--- config.mk ---
export PLATFORM = sky130hd
export DESIGN_NAME = iis_rsp_queue
export DESIGN_NICKNAME = d
export VERILOG_FILES = /design/src/sv/iis_pkg.sv /design/src/sv/iis_rsp_queue.sv
export SDC_FILE = /design/constraint.sdc
export NUM_CORES = 1
export LEC_CHECK = 0
export BUFFER_PORTS_ARGS = -buffer_cell sky130_fd_sc_hd__buf_2
export CAP_MARGIN = 20
export CORE_ASPECT_RATIO = 1.1
export CORE_UTILIZATION = 50
export CTS_BUF_LIST = sky130_fd_sc_hd__clkbuf_8
export DETAILED_ROUTE_END_ITERATION = 8
export GPL_ROUTABILITY_DRIVEN = 0
export HOLD_SLACK_MARGIN = 0.06
export PLACE_DENSITY = 0.72
export SYNTH_ARGS = -nofsm -noshare
export SYNTH_HDL_FRONTEND = slang
export SYNTH_SLANG_ARGS = --single-unit
--- constraint.sdc ---
create_clock -name clock -period 8.63 [get_ports clock]
set_input_delay 0.863 -clock clock [delete_from_list [all_inputs] [get_ports clock]]
set_output_delay 0.863 -clock clock [all_outputs]
set_load 0.02 [all_outputs]
--- src/sv/iis_pkg.sv ---
// Package for the integral image stream block.
// Widths, register indexes, result type and saturation helpers.
// No dependencies.
package iis_pkg;

   localparam int PIX_W     = 8;
   localparam int ROW_W     = 19;
   localparam int SUM_W     = 29;
   localparam int CSR_W     = 11;
   localparam int CSR_IDX_W = 2;
   // wide enough for any column or row limit up to 4096
   localparam int EXT_W     = 16;
   localparam int RSPQ_DEPTH = 3;

   localparam logic [CSR_IDX_W-1:0] REG_WIDTH      = 2'd0;
   localparam logic [CSR_IDX_W-1:0] REG_HEIGHT     = 2'd1;
   localparam logic [CSR_IDX_W-1:0] REG_FOVEA_ROWS = 2'd2;
   localparam logic [CSR_IDX_W-1:0] REG_SIGNED     = 2'd3;

   localparam logic [CSR_W-1:0] WIDTH_RESET  = 11'd1024;
   localparam logic [CSR_W-1:0] HEIGHT_RESET = 11'd1024;

   typedef struct packed {
      logic                    frame_end;
      logic signed [SUM_W-1:0] area_sum;
   } rsp_item_type;

   function automatic logic signed [ROW_W-1:0] sat_row(input logic signed [ROW_W:0] v);
      logic signed [ROW_W-1:0] r;
      if (v[ROW_W] != v[ROW_W-1]) begin
         r = v[ROW_W] ? {1'b1, {(ROW_W-1){1'b0}}} : {1'b0, {(ROW_W-1){1'b1}}};
      end else begin
         r = v[ROW_W-1:0];
      end
      return r;
   endfunction

   function automatic logic signed [SUM_W-1:0] sat_sum(input logic signed [SUM_W:0] v);
      logic signed [SUM_W-1:0] r;
      if (v[SUM_W] != v[SUM_W-1]) begin
         r = v[SUM_W] ? {1'b1, {(SUM_W-1){1'b0}}} : {1'b0, {(SUM_W-1){1'b1}}};
      end else begin
         r = v[SUM_W-1:0];
      end
      return r;
   endfunction

endpackage

--- src/sv/iis_rsp_queue.sv ---
// Small result queue in front of the rsp channel.
// Absorbs results while the receiver stalls; exposes its fill count.
// Depends on iis_pkg.
module iis_rsp_queue
   import iis_pkg::*;
(
   input  logic         clock,
   input  logic         reset,
   input  logic         push,
   input  rsp_item_type push_item,
   output logic [1:0]   count,
   output logic         rsp_valid,
   input  logic         rsp_ready,
   output rsp_item_type rsp_item
);

   rsp_item_type entry_ff [RSPQ_DEPTH];
   logic [1:0]   wr_ptr_ff, wr_ptr_in;
   logic [1:0]   rd_ptr_ff, rd_ptr_in;
   logic [1:0]   count_ff, count_in;
   logic         pop;

   assign rsp_valid = (count_ff != 2'd0);
   assign rsp_item  = entry_ff[rd_ptr_ff];
   assign pop       = rsp_valid && rsp_ready;
   assign count     = count_ff;

   always_comb begin
      wr_ptr_in = wr_ptr_ff;
      rd_ptr_in = rd_ptr_ff;
      count_in  = count_ff;
      if (push) begin
         wr_ptr_in = (wr_ptr_ff == 2'(RSPQ_DEPTH - 1)) ? 2'd0 : wr_ptr_ff + 2'd1;
      end
      if (pop) begin
         rd_ptr_in = (rd_ptr_ff == 2'(RSPQ_DEPTH - 1)) ? 2'd0 : rd_ptr_ff + 2'd1;
      end
      if (push && !pop) begin
         count_in = count_ff + 2'd1;
      end else if (pop && !push) begin
         count_in = count_ff - 2'd1;
      end
   end

   always_ff @(posedge clock) begin
      if (reset) begin
         wr_ptr_ff <= '0;
         rd_ptr_ff <= '0;
         count_ff  <= '0;
      end else begin
         wr_ptr_ff <= wr_ptr_in;
         rd_ptr_ff <= rd_ptr_in;
         count_ff  <= count_in;
      end
      if (push) begin
         entry_ff[wr_ptr_ff] <= push_item;
      end
   end

endmodule
======== Word-level counts from Yosys, hierarchy flattened ========
Memory sizes are Yosys's and may differ from the RTL's. A register that Yosys moved wholly into a read port is not among the register bits.
Index checks and enable logic that the tools add are counted.
Widths: inputs -> output; s select.
storage, ports and cells
  flip-flop bits (word level) ............. 6
  latch bits .............................. 0
  bits in writable memories ............... 90
  bits in read-only memories .............. 0
  input port bits ......................... 34
  output and inout port bits .............. 33
  logic and storage cells ................. 25
  memories kept ........................... 1
memory list
  name      depth  width  read ports  clocked after Yosys merged registers in  wr ports  RTL line             text
  entry_ff  3      30     1           1                                        1         iis_rsp_queue.sv:17  rsp_item_type entry_ff [RSPQ_DEPTH];
cells by class
  $add $sub $neg .......................... 4
  multiply operators ...................... 0
  divide/modulo/power cells ............... 0
  order comparisons ....................... 0
  eq/ne operators ......................... 2
  shift-type cells ........................ 0
  muxes and demuxes ....................... 8
  bitwise operators ....................... 0
  reductions and logical operators ........ 7
operators with widths
  operator             count
  $mux 2               6
  $add 2x1->2 const B  3
  $eq 2x2->1 const B   2
  $reduce_bool 2->1    2
  $logic_and 1x1->1    3
  $logic_not 1->1      2
  $mux 1               2
  $sub 2x1->2 const B  1

======== Depth between registers and ports, before layout ========
  depth in word-level cells ............... 5
  gate-level depth with buffers ........... 5
  gate-level depth less buffers ........... 5

======== Worst setup path after synthesis ========
OpenSTA, ideal clock, no wires.
  path kind ............................... input port to flip-flop
  start ................................... input port push
  end ..................................... memory entry_ff[0][0] in the netlist's numbering (enable)
  arrival ................................. 3.143 ns
  data required time ...................... 8.167 ns
  path slack .............................. 5.023 ns
  cell stages on the path ................. 1
  path through ............................ nor3b_1
between the ends
  word-level cells in the longest chain between the ends .. 2
ends and longest elaborated chain
  element                       RTL line             text
  start, declared               iis_rsp_queue.sv:9   input logic push,
  $mux 1                        iis_rsp_queue.sv:55  if (push) begin
  $mux 1 (not written as such)  iis_rsp_queue.sv:56  entry_ff[wr_ptr_ff] <= push_item;
  end, declared                 iis_rsp_queue.sv:17
Every way passes these cells.

==> impl_metrics.csv <==
group,metric,value,unit
grt,grtUsageTotal,15.5,%
worst_setup_path,worstPathArrival,2.01,ns
floorplanning,row_count,32,
worst_setup_path,cp.required,7.77,ns
timing,drv_slew,0,
outcome,status,"finished, final reports clean",
cells_and_area,syn2layout_area_growth,16.8,%
clocking,cts_max_path_buffers,2,
clocking,cts_buffers,9,
power_and_ir_drop,swShare,27.8,%
power_and_ir_drop,power_density,260,nW/um^2
worst_setup_path,rrSetupSlack,6.91,ns
worst_setup_path,reg2reg_depth,2,
power_and_ir_drop,pwr-share-clk,26.6,%
grt,antenna_found_initial,0,
synthesis,synth-seq-cells,98,
clocking,clock-sinks,98,
worst_hold_path,hold_path.startpoint,"rd_ptr_ff[1]",
worst_setup_path,crit_type,"flop to primary output",
worst_setup_path,rr_endpoint,"entry_ff[2][23]",
power_and_ir_drop,p_comb_share,19.7,%
floorplanning,fp.coreArea,7010,sq um
floorplanning,initial_core_util,51.8,%
clocking,post_cts_buffers,0,
synthesis,netlist_area,3630,sq um
flow_run,cap_violations,0,
drt,wl_per_cell,14.9,um
floorplanning,io_pins,67,
timing,finalClockSkew,0.00689,ns
cells_and_area,fillers,529,
clocking,cts_tree,"yes",
floorplanning,die_area,7600,sq um
synthesis,synth.distinct_cells,20,
synthesis,synth_fp_nets,259,
clocking,hold_buffers,0,
grt,grt_pass1_wl,8620,um
timing,max_freq,0.348,GHz
power_and_ir_drop,p_int,796,uW
drt,dr_total_vias,1965,
timing,worstMarginPinSlew,0.984,ns
synthesis,seq_area_frac_synth,78.9,%
timing,rsz0062_at_grt,"no",
worst_setup_path,cp_max_fo,30,
grt,grt_max_degree,61,
worst_setup_path,cp-start-kind,"flop",
clocking,cts_root_buffer,"clkbuf_8",
timing,relSlewSlack,34.2,%
timing,setup_violations,0,
timing,fin_crit,2.87,ns
worst_setup_path,cp-end-kind,"primary output",
clocking,clk_pin_slew,0.08,ns
power_and_ir_drop,switchingPower,306,uW
synthesis,yosysWarnings,0,
power_and_ir_drop,p_seq_share,53.6,%
clocking,h-tree-depth,3,
cells_and_area,nets,326,
timing,post-route-period-util,33.3,%
worst_hold_path,hp-class,"flop to flop",
cells_and_area,num_antenna_cells,0,
timing,finalHoldViolCount,0,
worst_setup_path,worstReg2RegStart,"wr_ptr_ff[1]",
clocking,post_cts_resized,0,
drt,drc,0,
grt,overflow,0,
drt,postRouteWirelength,5660,um
synthesis,syn_avg_cell_area,16.2,sq um
synthesis,netlist_instances,224,
power_and_ir_drop,power_leakage,1.47,nW
timing,setup_tns,0,ns
floorplanning,fp.dieW,83.2,um
grt,first_global_vias,1781,
power_and_ir_drop,vdd.ir_drop.worst,0.000206,V
drt,drt_iter0_drc,61,
worst_hold_path,hold_depth,2,
placed_design,portBuffers,66,
floorplanning,die_h,91.4,um
power_and_ir_drop,p_total,1.10,mW
drt,vias_per_cell,5.18,
placed_design,dp_hpwl,3370,um
cells_and_area,drive_gt1_share,29.9,%
clocking,clkLatencyLatePin,0.34,ns
drt,final_antenna_net_count,0,
drt,drt-pass1-iter-count,4,
[layout make-up]
class	instances	area [sq um]	share of cell area, %
Sequential cell	98	2870	67.6
Multi-Input combinational cell	114	731	17.2
Timing Repair Buffer	67	338	7.97
Clock buffer	9	124	2.92
Tap cell	85	106	2.51
Clock inverter	5	72.6	1.71
Inverter	1	3.75	0.0885
[worst max-delay path by stage]
stage                          end  cells after the start  slack, ns
floorplan           entry_ff[0][0]                      1       5.02
global placement      rsp_item[20]                      3       6.12
detailed placement    rsp_item[20]                      3       6.15
CTS                    rsp_item[5]                      3       5.73
global route          rsp_item[20]                      3       5.67
finish                 rsp_item[5]                      3       5.76
[metal layers]
| metal | global-route usage, % | wire (um) | up-vias |
|---|---|---|---|
| li1 | - | - | 962 |
| met1 | 18.8 | 2540 | 943 |
| met2 | 26.0 | 2790 | 50 |
| met3 | 2.64 | 210 | 10 |
| met4 | 9.48 | 124 | 0 |
| met5 | 0 | 0 | - |
[power groups by stage]
stage | clock [mW] | combinational, mW | sequential, mW
global route | 0.319 | 0.235 | 0.597
floorplan | 0 | 0.171 | 0.576
global placement | 0 | 0.215 | 0.603
finish | 0.294 | 0.217 | 0.591
detailed placement | 0 | 0.219 | 0.603
CTS | 0.300 | 0.220 | 0.593
[layout by cell type, fill, tap and decap left out, types with 3 or more instances in the layout]
master and instances:
mux2i_1 30, clkbuf_8 9, buf_2 66, edfxtp_1 90
dfxtp_1 6, nor2_1 3, nand2_1 34, a21oi_1 3
o21ai_0 30
[cell usage after synthesis]
library cell / number / share of area, %
a21oi_1: 3 / 0.41
a21oi_2: 1 / 0.24
buf_4: 3 / 0.62
clkbuf_1: 8 / 0.83
dfxtp_1: 8 / 4.4
edfxtp_1: 90 / 74
ha_1: 1 / 0.34
inv_1: 1 / 0.10
mux2_2: 1 / 0.31
mux2i_1: 30 / 8.3
nand2_1: 34 / 3.5
nor2_1: 5 / 0.52
nor3b_1: 1 / 0.21
o21ai_0: 30 / 4.1
o21ai_1: 1 / 0.14
o21ai_2: 1 / 0.24
or2_2: 1 / 0.17
or3_1: 2 / 0.34
or3b_1: 1 / 0.24
xor2_1: 2 / 0.48
[kinds of logic (layout without fill, tap and decap cells)]
logic type / Yosys count / in the layout / synth area share, %
buffers and inverters: 12 / 82 / 1.55
muxes: 31 / 31 / 8.58
DFF: 98 / 98 / 78.9
adders and majority gates: 1 / 1 / 0.345
and+or+nand+nor: 44 / 44 / 5.00
AOI/OAI and AO/OA: 36 / 36 / 5.17
xor gates and xnor gates: 2 / 2 / 0.483
[state kept, by name (all words and copies together) (netlist names), named ones only]
signal / flops
entry_ff: 90
rd_ptr_ff: 2
count: 2
wr_ptr_ff: 2
[per-stage QoR]
step	hold WS [ns]	std cells	worst slack [ns]	area, sq um	util [%]
4_1_cts	0.496	379	5.73	4240	60.5
5_1_grt	0.519	379	5.67	4240	60.5
3_5_place_dp	0.478	365	6.15	4040	57.7
3_3_place_gp	0.463	365	6.12	4040	57.7
6_report	0.494	379	5.76	4240	60.5
2_1_floorplan	0.446	224	5.02	3630	-
[worst max-delay path, stage by stage, from the launching register on]
cell and delay, ns:
dfxtp_2 0.97, mux2i_1 0.18, o21ai_0 0.28, buf_2 0.23
No activity file was read; power rests on OpenSTA's default activity.
